===== src/hdl/icba_pkg.sv =====
`default_nettype none

package icba_pkg;

  localparam int MAX_CHANNELS  = 16;
  localparam int MAX_DEPTH     = 1024;
  localparam int SAMPLE_BITS   = 12;
  localparam int CH_BITS       = 4;
  localparam int CH_CNT_BITS   = 5;
  localparam int DEPTH_BITS    = 11;
  localparam int ROW_BITS      = 10;
  localparam int SUM_BITS      = 22;
  localparam int AVG_BITS      = 12;
  localparam int DIV_STEPS     = SUM_BITS;
  localparam int DIV_CNT_BITS  = 5;
  localparam int CFG_IDX_BITS  = 2;
  localparam int CFG_DATA_BITS = 11;

  localparam logic [CFG_IDX_BITS-1:0] REG_CHANNEL_COUNT = 2'd0;
  localparam logic [CFG_IDX_BITS-1:0] REG_BLOCK_DEPTH   = 2'd1;

  typedef enum logic [1:0] {
    ST_IDLE,
    ST_DIVIDE,
    ST_HOLD
  } state_t;

  typedef struct packed {
    logic accept;
    logic div_step;
    logic load_out;
  } ctrl_cmd_t;

  typedef struct packed {
    logic final_row;
    logic div_done;
    logic out_busy;
  } dp_status_t;

endpackage

`default_nettype wire


===== src/hdl/interleaved_channel_block_average_unit.sv =====
// Interleaved channel block averager.
// Samples enter on the in_ channel (in_valid, in_stall, in_sample), interleaved
// as channel 0 up to channel_count-1, one row after another, block_depth rows
// per block. A running sum is kept per channel. The final row's sample of each
// channel produces one request on the out_ channel with the channel index, the
// floor average of the block and a last flag on the final channel.
// A sample that does not end a block is added to its channel's sum without
// stalling the input and gives no result. A sample of the final row starts a
// restoring divider that retires one quotient bit per cycle, one for each of
// the 22 sum bits; its result then enters the output register, and only after
// that is the next sample taken. in_stall stays high while the divider runs and
// until the result is loaded. The output register lets the next sample in while
// a result waits; when out_stall holds the result and the divider has finished
// again, the block stalls its input until the output register is free.
// Reset sets channel_count and block_depth to 1 and clears all sums and
// positions. Writing either register through cfg_we, cfg_index and cfg_wdata
// also clears the sums and positions, so a new block starts with the next
// sample.
`default_nettype none

module interleaved_channel_block_average_unit (
  input  wire                                 clk,
  input  wire                                 rst_n,
  input  wire                                 cfg_we,
  input  wire  [icba_pkg::CFG_IDX_BITS-1:0]   cfg_index,
  input  wire  [icba_pkg::CFG_DATA_BITS-1:0]  cfg_wdata,
  input  wire                                 in_valid,
  output logic                                in_stall,
  input  wire  [icba_pkg::SAMPLE_BITS-1:0]    in_sample,
  output logic                                out_valid,
  input  wire                                 out_stall,
  output logic [icba_pkg::CH_BITS-1:0]        out_channel_index,
  output logic [icba_pkg::AVG_BITS-1:0]       out_average,
  output logic                                out_last
);

  icba_pkg::ctrl_cmd_t  cmd;
  icba_pkg::dp_status_t status;

  icba_ctrl u_ctrl (
    .clk      (clk),
    .rst_n    (rst_n),
    .in_valid (in_valid),
    .in_stall (in_stall),
    .status   (status),
    .cmd      (cmd)
  );

  icba_datapath u_datapath (
    .clk               (clk),
    .rst_n             (rst_n),
    .cfg_we            (cfg_we),
    .cfg_index         (cfg_index),
    .cfg_wdata         (cfg_wdata),
    .in_sample         (in_sample),
    .out_valid         (out_valid),
    .out_stall         (out_stall),
    .out_channel_index (out_channel_index),
    .out_average       (out_average),
    .out_last          (out_last),
    .cmd               (cmd),
    .status            (status)
  );

endmodule

`default_nettype wire


===== src/hdl/icba_ctrl.sv =====
`default_nettype none

module icba_ctrl (
  input  wire                  clk,
  input  wire                  rst_n,
  input  wire                  in_valid,
  output logic                 in_stall,
  input  icba_pkg::dp_status_t status,
  output icba_pkg::ctrl_cmd_t  cmd
);

  icba_pkg::state_t state_r;
  icba_pkg::state_t state_nxt;

  always_ff @(posedge clk) begin
    if (!rst_n) begin
      state_r <= icba_pkg::ST_IDLE;
    end else begin
      state_r <= state_nxt;
    end
  end

  always_comb begin
    state_nxt = state_r;
    unique case (state_r)
      icba_pkg::ST_IDLE: begin
        if (in_valid && status.final_row) begin
          state_nxt = icba_pkg::ST_DIVIDE;
        end
      end
      icba_pkg::ST_DIVIDE: begin
        if (status.div_done) begin
          state_nxt = icba_pkg::ST_HOLD;
        end
      end
      icba_pkg::ST_HOLD: begin
        if (!status.out_busy) begin
          state_nxt = icba_pkg::ST_IDLE;
        end
      end
    endcase
  end

  always_comb begin
    in_stall     = 1'b1;
    cmd.accept   = 1'b0;
    cmd.div_step = 1'b0;
    cmd.load_out = 1'b0;
    unique case (state_r)
      icba_pkg::ST_IDLE: begin
        in_stall   = 1'b0;
        cmd.accept = in_valid;
      end
      icba_pkg::ST_DIVIDE: begin
        cmd.div_step = 1'b1;
      end
      icba_pkg::ST_HOLD: begin
        cmd.load_out = !status.out_busy;
      end
    endcase
  end

endmodule

`default_nettype wire


===== src/hdl/icba_datapath.sv =====
`default_nettype none

module icba_datapath (
  input  wire                                   clk,
  input  wire                                   rst_n,
  input  wire                                   cfg_we,
  input  wire  [icba_pkg::CFG_IDX_BITS-1:0]     cfg_index,
  input  wire  [icba_pkg::CFG_DATA_BITS-1:0]    cfg_wdata,
  input  wire  [icba_pkg::SAMPLE_BITS-1:0]      in_sample,
  output logic                                  out_valid,
  input  wire                                   out_stall,
  output logic [icba_pkg::CH_BITS-1:0]          out_channel_index,
  output logic [icba_pkg::AVG_BITS-1:0]         out_average,
  output logic                                  out_last,
  input  icba_pkg::ctrl_cmd_t                   cmd,
  output icba_pkg::dp_status_t                  status
);

  logic [icba_pkg::CH_CNT_BITS-1:0] chan_cnt_r;
  logic [icba_pkg::DEPTH_BITS-1:0]  depth_r;
  logic [icba_pkg::SUM_BITS-1:0]    sums_r [icba_pkg::MAX_CHANNELS];
  logic [icba_pkg::CH_BITS-1:0]     ch_pos_r;
  logic [icba_pkg::ROW_BITS-1:0]    row_pos_r;

  logic [icba_pkg::SUM_BITS-1:0]     quo_r;
  logic [icba_pkg::DEPTH_BITS-1:0]   rem_r;
  logic [icba_pkg::DIV_CNT_BITS-1:0] div_cnt_r;
  logic [icba_pkg::CH_BITS-1:0]      res_ch_r;
  logic                              res_last_r;

  logic                              out_valid_r;
  logic [icba_pkg::CH_BITS-1:0]      out_ch_r;
  logic [icba_pkg::AVG_BITS-1:0]     out_avg_r;
  logic                              out_last_r;

  logic [icba_pkg::CH_CNT_BITS-1:0]  eff_chans;
  logic [icba_pkg::DEPTH_BITS-1:0]   eff_depth;
  logic [icba_pkg::CH_BITS-1:0]      cur_ch;
  logic [icba_pkg::ROW_BITS-1:0]     cur_row;
  logic                              final_row;
  logic                              final_ch;
  logic [icba_pkg::SUM_BITS-1:0]     new_sum;
  logic [icba_pkg::DEPTH_BITS:0]     trial;
  logic                              trial_ge;

  always_comb begin
    eff_chans = chan_cnt_r;
    if (chan_cnt_r == '0) begin
      eff_chans = icba_pkg::CH_CNT_BITS'(1);
    end else if (chan_cnt_r > icba_pkg::CH_CNT_BITS'(icba_pkg::MAX_CHANNELS)) begin
      eff_chans = icba_pkg::CH_CNT_BITS'(icba_pkg::MAX_CHANNELS);
    end
    eff_depth = depth_r;
    if (depth_r == '0) begin
      eff_depth = icba_pkg::DEPTH_BITS'(1);
    end else if (depth_r > icba_pkg::DEPTH_BITS'(icba_pkg::MAX_DEPTH)) begin
      eff_depth = icba_pkg::DEPTH_BITS'(icba_pkg::MAX_DEPTH);
    end
  end

  always_comb begin
    cur_ch = ch_pos_r;
    if ({1'b0, ch_pos_r} >= eff_chans) begin
      cur_ch = '0;
    end
    cur_row = row_pos_r;
    if ({1'b0, row_pos_r} >= eff_depth) begin
      cur_row = '0;
    end
    final_row = ({1'b0, cur_row} == eff_depth - icba_pkg::DEPTH_BITS'(1));
    final_ch  = ({1'b0, cur_ch} == eff_chans - icba_pkg::CH_CNT_BITS'(1));
    new_sum   = sums_r[cur_ch] + icba_pkg::SUM_BITS'(in_sample);
  end

  assign trial    = {rem_r, quo_r[icba_pkg::SUM_BITS-1]};
  assign trial_ge = (trial >= {1'b0, eff_depth});

  assign status.final_row = final_row;
  assign status.div_done  = (div_cnt_r == icba_pkg::DIV_CNT_BITS'(icba_pkg::DIV_STEPS - 1));
  assign status.out_busy  = out_valid_r && out_stall;

  always_ff @(posedge clk) begin
    if (!rst_n) begin
      chan_cnt_r <= icba_pkg::CH_CNT_BITS'(1);
      depth_r    <= icba_pkg::DEPTH_BITS'(1);
      ch_pos_r   <= '0;
      row_pos_r  <= '0;
      for (int k = 0; k < icba_pkg::MAX_CHANNELS; k++) begin
        sums_r[k] <= '0;
      end
    end else if (cfg_we) begin
      if (cfg_index == icba_pkg::REG_CHANNEL_COUNT) begin
        chan_cnt_r <= cfg_wdata[icba_pkg::CH_CNT_BITS-1:0];
      end
      if (cfg_index == icba_pkg::REG_CHANNEL_COUNT ||
          cfg_index == icba_pkg::REG_BLOCK_DEPTH) begin
        ch_pos_r  <= '0;
        row_pos_r <= '0;
        for (int k = 0; k < icba_pkg::MAX_CHANNELS; k++) begin
          sums_r[k] <= '0;
        end
      end
      if (cfg_index == icba_pkg::REG_BLOCK_DEPTH) begin
        depth_r <= cfg_wdata;
      end
    end else if (cmd.accept) begin
      sums_r[cur_ch] <= final_row ? '0 : new_sum;
      if (final_ch) begin
        ch_pos_r  <= '0;
        row_pos_r <= final_row ? '0 : cur_row + icba_pkg::ROW_BITS'(1);
      end else begin
        ch_pos_r  <= cur_ch + icba_pkg::CH_BITS'(1);
        row_pos_r <= cur_row;
      end
    end
  end

  always_ff @(posedge clk) begin
    if (cmd.accept) begin
      quo_r      <= new_sum;
      rem_r      <= '0;
      div_cnt_r  <= '0;
      res_ch_r   <= cur_ch;
      res_last_r <= final_ch;
    end else if (cmd.div_step) begin
      quo_r     <= {quo_r[icba_pkg::SUM_BITS-2:0], trial_ge};
      rem_r     <= trial_ge ? icba_pkg::DEPTH_BITS'(trial - {1'b0, eff_depth})
                            : trial[icba_pkg::DEPTH_BITS-1:0];
      div_cnt_r <= div_cnt_r + icba_pkg::DIV_CNT_BITS'(1);
    end
  end

  always_ff @(posedge clk) begin
    if (!rst_n) begin
      out_valid_r <= 1'b0;
    end else if (cmd.load_out) begin
      out_valid_r <= 1'b1;
    end else if (!out_stall) begin
      out_valid_r <= 1'b0;
    end
  end

  always_ff @(posedge clk) begin
    if (cmd.load_out) begin
      out_ch_r   <= res_ch_r;
      out_avg_r  <= quo_r[icba_pkg::AVG_BITS-1:0];
      out_last_r <= res_last_r;
    end
  end

  assign out_valid         = out_valid_r;
  assign out_channel_index = out_ch_r;
  assign out_average       = out_avg_r;
  assign out_last          = out_last_r;

endmodule

`default_nettype wire

===== config.mk =====
export PLATFORM = sky130hd
export DESIGN_NAME = interleaved_channel_block_average_unit
export DESIGN_NICKNAME = d
export VERILOG_FILES = /design/src/hdl/icba_pkg.sv /design/src/hdl/interleaved_channel_block_average_unit.sv /design/src/hdl/icba_ctrl.sv /design/src/hdl/icba_datapath.sv
export SDC_FILE = /design/constraint.sdc
export NUM_CORES = 1
export LEC_CHECK = 0
export BUFFER_PORTS_ARGS = -buffer_cell sky130_fd_sc_hd__buf_2
export CORE_ASPECT_RATIO = 1.2
export CORE_UTILIZATION = 57
export DETAILED_ROUTE_END_ITERATION = 6
export PLACE_DENSITY_LB_ADDON = 0.12
export SYNTH_ARGS = -nofsm -noshare
export SYNTH_HDL_FRONTEND = slang
export SYNTH_SLANG_ARGS = --single-unit

===== constraint.sdc =====
create_clock -name clk -period 5.5 [get_ports clk]
set_input_delay 0 -clock clk [delete_from_list [all_inputs] [get_ports clk]]
set_output_delay 0 -clock clk [all_outputs]
set_load 0.05 [all_outputs]

[After elaboration in Yosys (flattened, before gate mapping)]
Memory sizes are Yosys's and may differ from the RTL's.
Index checks and enable logic that the tools add are counted.
Widths: inputs -> output; s select.
Operators by class
  reduce and logical (&&, ||, !) cells: 15
  bitwise operators: 16
  multiplexer cells: 57
  equality and inequality tests: 11
  $lt $le $gt $ge: 5
  $add $sub $neg: 7
Operators by type and width (number)
  $mux 22: 20
  $mux 10: 6
  $mux 11: 3
  $mux 4: 6
  $add 22x12->22: 1
  $reduce_or 22->1: 1
  $mux 1: 16
  $or 1x1->1: 16
  $ge 12x11->1: 1
  $eq 10x11->1: 1
  $ge 10x11->1: 1
  $gt 11x11->1 const B: 1
  $logic_not 11->1: 1
  $sub 11x1->11 const B: 1
  $sub 11x11->11: 1
  $add 10x1->10 const B: 1
  $mux 5: 2
  $mux 2: 3
  $ne 2x1->1 const B: 3
  $pmux 2 s3: 1
  $reduce_and 2->1: 3
  $add 5x1->5 const B: 1
  $eq 4x5->1: 1
  $eq 5x5->1 const B: 1
  other kinds (14): 19
Word-level totals
  memories: 1
  input port bits: 30
  register bits: 93
  word-level logic and storage cells: 126
  RAM bits: 352
  output and inout bits: 19
Memories
  u_datapath.sums_r: words 16, bits a word 22, rd ports 1, clocked after memory_dff 0, wr ports 16, RTL line icba_datapath.sv:21  | logic [icba_pkg::SUM_BITS-1:0] sums_r [icba_pkg::MAX_CHANNELS];

[Longest topological paths before layout]
Gate-level depths: netlist of run 1.
  word-level depth: 10
  gate-level depth with buffers: 30
  mapped depth without buffers: 24

[By module]
Synthesis of run 1 repeated with hierarchy kept, for this count alone.
Second synthesis, totals
  cells, all modules: 2012
  area total of the unflattened synthesis: 21798.4 um2
By module, submodules not included
  icba_datapath: instances 1, seq. area each 12832.3 um2, area each 21634.5 um2, cells each 1992
  icba_ctrl: instances 1, seq. area each 40.0 um2, area each 163.9 um2, cells each 20

[Least setup slack after synthesis of run 1]
No wires, ideal clock.
  path type: reg-to-reg
  start point: register u_datapath.chan_cnt_r[4] (netlist bit)
  end point: memory u_datapath.sums_r[10][20] (netlist bit), data pin
  path buffers: 6
  data arrival time: 5.450 ns
  slack: -0.207 ns
  stages on the path, launching flop included: 29
  period minus slack after synthesis: 5.707 ns
  required time: 5.243 ns
  setup time: 0.257 ns
  path through: dfxtp_1 buf_2 inv_1 o21ai_0 inv_1 ha_1 nand2b_1 a31o_1 buf_6 a211oi_4 buf_2 buf_1 buf_1 a221oi_1 o21ai_0 and4_1 ha_1 fa_1 nand3_1 a31oi_1 nor3_1 o21bai_1 a31oi_1 o21ai_0 nand2_1 nor4_2 xnor2_1 buf_2 nor2_1
RTL lines
  start: declaration: RTL line icba_datapath.sv:19  | logic [icba_pkg::CH_CNT_BITS-1:0] chan_cnt_r;
  start signal: assignment: RTL line icba_datapath.sv:84  | chan_cnt_r <= icba_pkg::CH_CNT_BITS'(1);
  start signal: assignment: RTL line icba_datapath.sv:93  | chan_cnt_r <= cfg_wdata[icba_pkg::CH_CNT_BITS-1:0];
  end: declaration: RTL line icba_datapath.sv:21

==> results of run 1 <==
layout make-up:
cell class / instances / share of cell area, %
flip-flops and latches: 445 / 49.85
multi-input cells: 1411 / 33.89
repair buffers: 237 / 7.665
clock buffers: 63 / 4.903
well taps: 480 / 2.326
clock inverters: 20 / 0.8431
inverters: 35 / 0.5184
per-stage QoR:
step	TNS (ns)	cells	area (um2)	hold slack [ns]
4_1_cts	0	2664	25360	0.006594
2_1_floorplan	0	2044	22230	0.1240
3_5_place_dp	-0.9147	2555	23600	0.2604
3_3_place_gp	0	2555	23600	0.2527
6_report	0	2691	25820	0.04123
5_1_grt	-2.058	2691	25820	0.1094
timing repair:
action                                  4_1_cts  5_1_grt
pin swaps                                     0       12
hold buffers                                 26        0
endpoints found under the hold margin        50        0
endpoints found under the setup margin       82      207
gates resized for setup                       4       46
setup buffers                                 0       24
gates cloned                                  0        3
cell families after synthesis:
kind of cell | count (synthesis)
AOI/OAI and AO/OA | 445
xor gates and xnor gates | 37
adders and majority gates | 52
buffers and inverters | 188
DFF | 445
muxes | 43
and+or+nand+nor | 834
state kept, by name (all words and copies together), names as in the netlist, 5 cells and up:
register                flops
u_datapath.depth_r         11
u_datapath.quo_r           22
u_datapath.rem_r           11
u_datapath.row_pos_r       10
u_datapath.out_average     12
u_datapath.div_cnt_r        5
u_datapath.sums_r         352
u_datapath.chan_cnt_r       5
power by group through the flow:
stage               clock network (W)  registers, W  logic (W)
floorplan                           0       0.00426    0.00153
finish                        0.00311       0.00420    0.00242
CTS                           0.00313       0.00420    0.00233
global route                  0.00325       0.00423    0.00261
detailed placement                  0       0.00427    0.00230
global placement                    0       0.00425    0.00227
layout by cell type, fill, tap and decap left out, types with 9 or more instances in the layout:
master	netlist	final
a211oi_1	31	30
a21o_1	13	13
a21oi_1	86	85
a221oi_1	54	42
a221oi_2	0	11
a311oi_1	10	10
a31oi_1	25	23
a32o_1	16	16
and2_1	9	9
and3_1	17	17
and4_1	15	14
buf_12	0	16
buf_2	40	49
buf_4	5	138
clkbuf_1	82	11
clkbuf_16	0	48
clkinv_2	0	10
dfxtp_1	49	48
dlygate4sd3_1	0	26
edfxtp_1	396	396
ha_1	50	46
inv_1	31	31
mux2i_1	37	37
nand2_1	206	205
nand2b_1	26	25
nand3_1	32	32
nand3_4	10	10
nand4_1	10	10
nor2_1	419	418
nor2b_1	20	19
nor3_1	17	16
o211ai_1	13	13
o21ai_0	92	84
o22ai_1	9	9
xnor2_1	20	18
xor2_1	15	14
worst min path at each step:
stage	end	slack (ns)	cells past startpoint
floorplan	u_datapath.chan_cnt_r[0]	0.12	2
global placement	u_datapath.depth_r[5]	0.25	3
detailed placement	u_datapath.depth_r[7]	0.26	3
CTS	u_datapath.quo_r[3]	0.007	4
global route	u_datapath.quo_r[2]	0.11	4
finish	u_datapath.quo_r[2]	0.04	4
tightest hold or removal path, delay by kind of cell:
family | cells | cell delay (ns)
AOI/OAI and AO/OA | 1 | 0.14
xor gates and xnor gates | 1 | 0.09
adders and majority gates | 1 | 0.18
buffers and inverters | 1 | 0.10
routing by layer:
metal	track usage, %	up-vias	part of all wire [%]
met5	0	-	0
met4	15.29	0	4.7
met3	5.382	211	9.5
met2	56.48	1046	48
met1	42.76	8523	37
li1	-	7797	-
==> flow_summary.ini, run 1 <==
[power]
peakVddDrop_mv = 0.2835
p_sw_w = 0.003049
power_leakage_nw = 9.479
p_seq_share_pct = 43.2
p_int_w = 0.006682
pwr-share-comb_pct = 24.9
switching_share_pct = 31.33
powerDensity_nw_per_um2 = 376.8
clockPowerShare_pct = 31.9
power.total_w = 0.009732

[synth]
synth_seq_cells = 445
synth_top_family_by_area = simple AND/OR/NAND/NOR gates
synthArstFlopShare_pct = 0
synthMostInstantiatedCell = nor2_1
synth.area.mux_share_pct = 1.972
synthCells = 2044
yosys.area_share.adder_pct = 2.997
synth_area_per_cell_um2 = 10.86
synth.top_cells.by_count = nor2_1, edfxtp_1, nand2_1
synth_flop_cell = edfxtp_1
synth_xor_area_share_pct = 1.527
synth_largest_area_cell = edfxtp_1
seq_area_frac_synth_pct = 57.96
syn_area_um2 = 22210
ys_types = 96
synth-compound-area-share_pct = 14.18
synth_top_cells_by_area = edfxtp_1, nor2_1, dfxtp_1
synth_enable_flop_cells = 396
synth_top_area_share_pct = 53.55
synthSimpleGateAreaFrac_pct = 17.60
syn_nets = 2126
yosysWarnings = 0

[global_route]
grt_max_degree = 59
grt_pass1_vias = 16820
globalRoute.totalOverflow = 0
grt_pass1_wl_mm = 99.49
track_usage_pct = 33.57
antenna_found_initial = 0

[worst_setup_path]
crit_end = u_datapath.sums_r[0][20]
crit_arrival_ns = 5.65
rr_endpoint = u_datapath.sums_r[0][20]
cp_top_family = compound AO/OA/AOI/OAI gates
r2r-start = u_datapath.chan_cnt_r[4]
r2r_slack_ns = 0.15
worstPathRequired_ns = 5.81
crit_fanout = 16
crit_cells = 26
cp_slowest_cell = a211oi_4
path_buf_inv = 6
endpoint_kind = register
critical_path.max_stage_delay_ns = 0.41
cp-startpoint = u_datapath.chan_cnt_r[4]
path_class = register to register
r2r_cells = 26
crit_path_start_kind = register

[finish]
fin_util_pct = 67.85
regArea_um2 = 12870
multi_input_area_um2 = 8752
nets = 2257
diodes = 0
fillCellCount = 2778
layout-drive-gt1-share_pct = 16.87
syn_to_final_growth_pct = 16.28

[routing]
drt_iter0_drc = 1996
drc = 0
viasPerCell = 6.532
routed_wl_mm = 67.23
ant_nets = 0
vias = 17577
wl_per_cell_um = 24.98
dr.pass1.iters = 7

[die]
start_util_pct = 58.35
rows = 78
die_x_um = 182.2
die_h_um = 218.2
core_um2 = 38060
die_area_um2 = 39760
io_pins = 49

[clock_network]
numCtsBuffers = 45
cts_tree = done
h-tree-depth = 2
clockBufferDepth = 3
cts.sinks = 445
clk_pin_slew_ns = 0.06
clock_latency_ns = 0.58
clockRootBuffer = clkbuf_16

[placed_design]
post-place-ws_ns = -0.04792
portBuffers = 48
gp_congestion = 0.9092
hpwlAfterDp_mm = 44.37

[status]
status = finished, final reports clean

[timing]
tightest_slew_ns = 1.200
fin_crit_sh_pct = 97.20
fmax_mhz = 187.1
setup_ws_ns = 0.1542
finalMaxSlewViolations = 0
slew_headroom_pct = 17.92
finalSetupViolCount = 0
min_period_ns = 5.346
hold_viol = 0
finClkSkew_ns = 0.02402

[min_path]
hp-class = primary input to register
min-delay-start = in_sample[2]

[job]
cap_viol_max_count = 0
Power figures use the tool's default switching activity.
==> run 2: changes to the inputs <==
--- a/config.mk
+++ b/config.mk
@@ -6,8 +6,8 @@
 export NUM_CORES = 1
 export LEC_CHECK = 0
 export BUFFER_PORTS_ARGS = -buffer_cell sky130_fd_sc_hd__buf_2
-export CORE_ASPECT_RATIO = 1.2
-export CORE_UTILIZATION = 57
+export CORE_ASPECT_RATIO = 0.5
+export CORE_UTILIZATION = 60
 export DETAILED_ROUTE_END_ITERATION = 6
 export PLACE_DENSITY_LB_ADDON = 0.12
 export SYNTH_ARGS = -nofsm -noshare
==> constraint.sdc (replaced) <==
create_clock -name clk -period 5.1 [get_ports clk]
set_input_delay 0 -clock clk [delete_from_list [all_inputs] [get_ports clk]]
set_output_delay 0 -clock clk [all_outputs]
set_load 0.05 [all_outputs]
==> run 2 against run 1 <==
The flow now finishes with violations (DRC, setup timing). Global-route usage up 1.1 points. Register-to-register slack worse by 0.28 ns. Die area down 4.8%. Final area up 4.4%. Critical path depth up 1. Setup slack worse by 0.28 ns. Critical path type unchanged. Highest routed layer unchanged.
==> flow_summary.ini, run 2 (synthesis results as in run 1) <==
[timing]
fin_crit_sh_pct = 102.4
finalMaxSlewViolations = 0
min_period_ns = 5.222
hold_viol = 0
fmax_mhz = 191.5
rsz0062_at_grt = true
fin_setup_tns_ns = -2.157
slew_headroom_pct = 18.32
tightest_slew_ns = 1.218
setup_ws_ns = -0.1223
finClkSkew_ns = 0.01820
finalSetupViolCount = 36

[job]
cap_viol_max_count = 0

[finish]
top_register = u_datapath.sums_r
layout-drive-gt1-share_pct = 22.29
diodes = 0
layout_commonest_cell = nor2_1
final_cell_mix = nor2_1, edfxtp_1, nand2_1
nets = 2337
syn_to_final_growth_pct = 21.39
largest_register_ffs = 352
fillCellCount = 2462

[placed_design]
hpwlAfterDp_mm = 44.08
gp_congestion = 0.9442
portBuffers = 48

[routing]
vias = 18054
wl_per_cell_um = 24.30
drc = 2
ant_nets = 0
routed_wl_mm = 67.28
drt_iter0_drc = 2257
viasPerCell = 6.522
dr.pass1.iters = 7

[worst_setup_path]
crit_path_start_kind = register
crit_arrival_ns = 5.53
crit_fanout = 15
path_class = register to register
worstPathRequired_ns = 5.41
cp_top_family = compound AO/OA/AOI/OAI gates
path_buf_inv = 6
endpoint_kind = register
cp_slowest_cell = dfxtp_2
critical_path.max_stage_delay_ns = 0.34

[clock_network]
cts_tree = done
numCtsBuffers = 39
clock_latency_ns = 0.56
clockBufferDepth = 3
clk_pin_slew_ns = 0.07
h-tree-depth = 2
clockRootBuffer = clkbuf_16
cts.sinks = 445

[global_route]
globalRoute.totalOverflow = 0
antenna_found_initial = 1
grt_pass1_vias = 17264
grt_max_degree = 59
track_usage_pct = 34.67
grt_pass1_wl_mm = 99.12

[status]
status = finished with violations
violations = DRC, setup timing

[die]
start_util_pct = 61.39
die_h_um = 138.0
rows = 49
die_area_um2 = 37830
io_pins = 49
core_um2 = 36170
die_x_um = 274.1

[min_path]
hp-class = primary input to register

[power]
peakVddDrop_mv = 0.2518
power.total_w = 0.01061
power_leakage_nw = 9.972
powerDensity_nw_per_um2 = 393.7
[run 2: area by class of cell]
type / count / area (um2) / share of cell area [%]
sequential: 445 / 12880 / 47.77
multi-input combinational: 1411 / 9211 / 34.17
timing repair buffer: 323 / 2845 / 10.55
clock buffer: 47 / 1027 / 3.810
tap: 484 / 605.6 / 2.246
clock inverter: 23 / 256.5 / 0.9515
inverter: 35 / 133.9 / 0.4966
[run 2: repair_timing]
item,4_1_cts,5_1_grt
pin swaps,15,36
endpoints found under the setup margin,163,245
hold buffers,29,0
resized for setup,34,116
endpoints found under the hold margin,28,0
gates cloned,1,5
setup buffers,22,21
[run 2: final timing paths]
check	from	end	slack (ns)	cells after the start
setup / recovery	u_datapath.chan_cnt_r[1]	u_datapath.sums_r[4][21]	-0.12	27
hold / removal	in_sample[1]	u_datapath.quo_r[1]	0.08	4
setup reg to reg	u_datapath.chan_cnt_r[1]	u_datapath.sums_r[4][21]	-0.12	27
hold reg to reg	u_datapath.res_ch_r[0]	u_datapath.out_channel_index[0]	0.42	0
[run 2: layer usage]
metal  vias up  part of all wire [%]  track usage [%]
li1       7944                     -                -
met1      8794                    38            46.79
met2      1132                    48            56.10
met3       184                    11            6.983
met4         0                   3.3            12.31
met5         -                     0                0
[run 2: where the power goes]
part           leakage [nW]  switching (W)  internal (W)  total, W
registers              4.57       0.000148       0.00437   0.00452
clock network         0.622        0.00139       0.00170   0.00309
logic                  4.78        0.00185       0.00115   0.00300
[run 2: stage by stage]
step	hold WS [ns]	cells	area (um2)	utilization (%)	setup slack, ns
floorplan	0.1240	2044	22320	-	0.003622
global placement	0.2566	2622	24260	67.06	-0.1793
detailed placement	0.2597	2622	24260	67.06	-0.2870
CTS	0.04931	2744	26200	72.44	-0.02025
global route	0.06759	2768	26960	74.53	-0.3609
finish	0.08243	2768	26960	74.53	-0.1223
[run 2: tightest hold or removal path: stages]
cell,delay [ns]
buf_2,0.13
fa_2,0.28
nand2_1,0.06
nand2_1,0.06
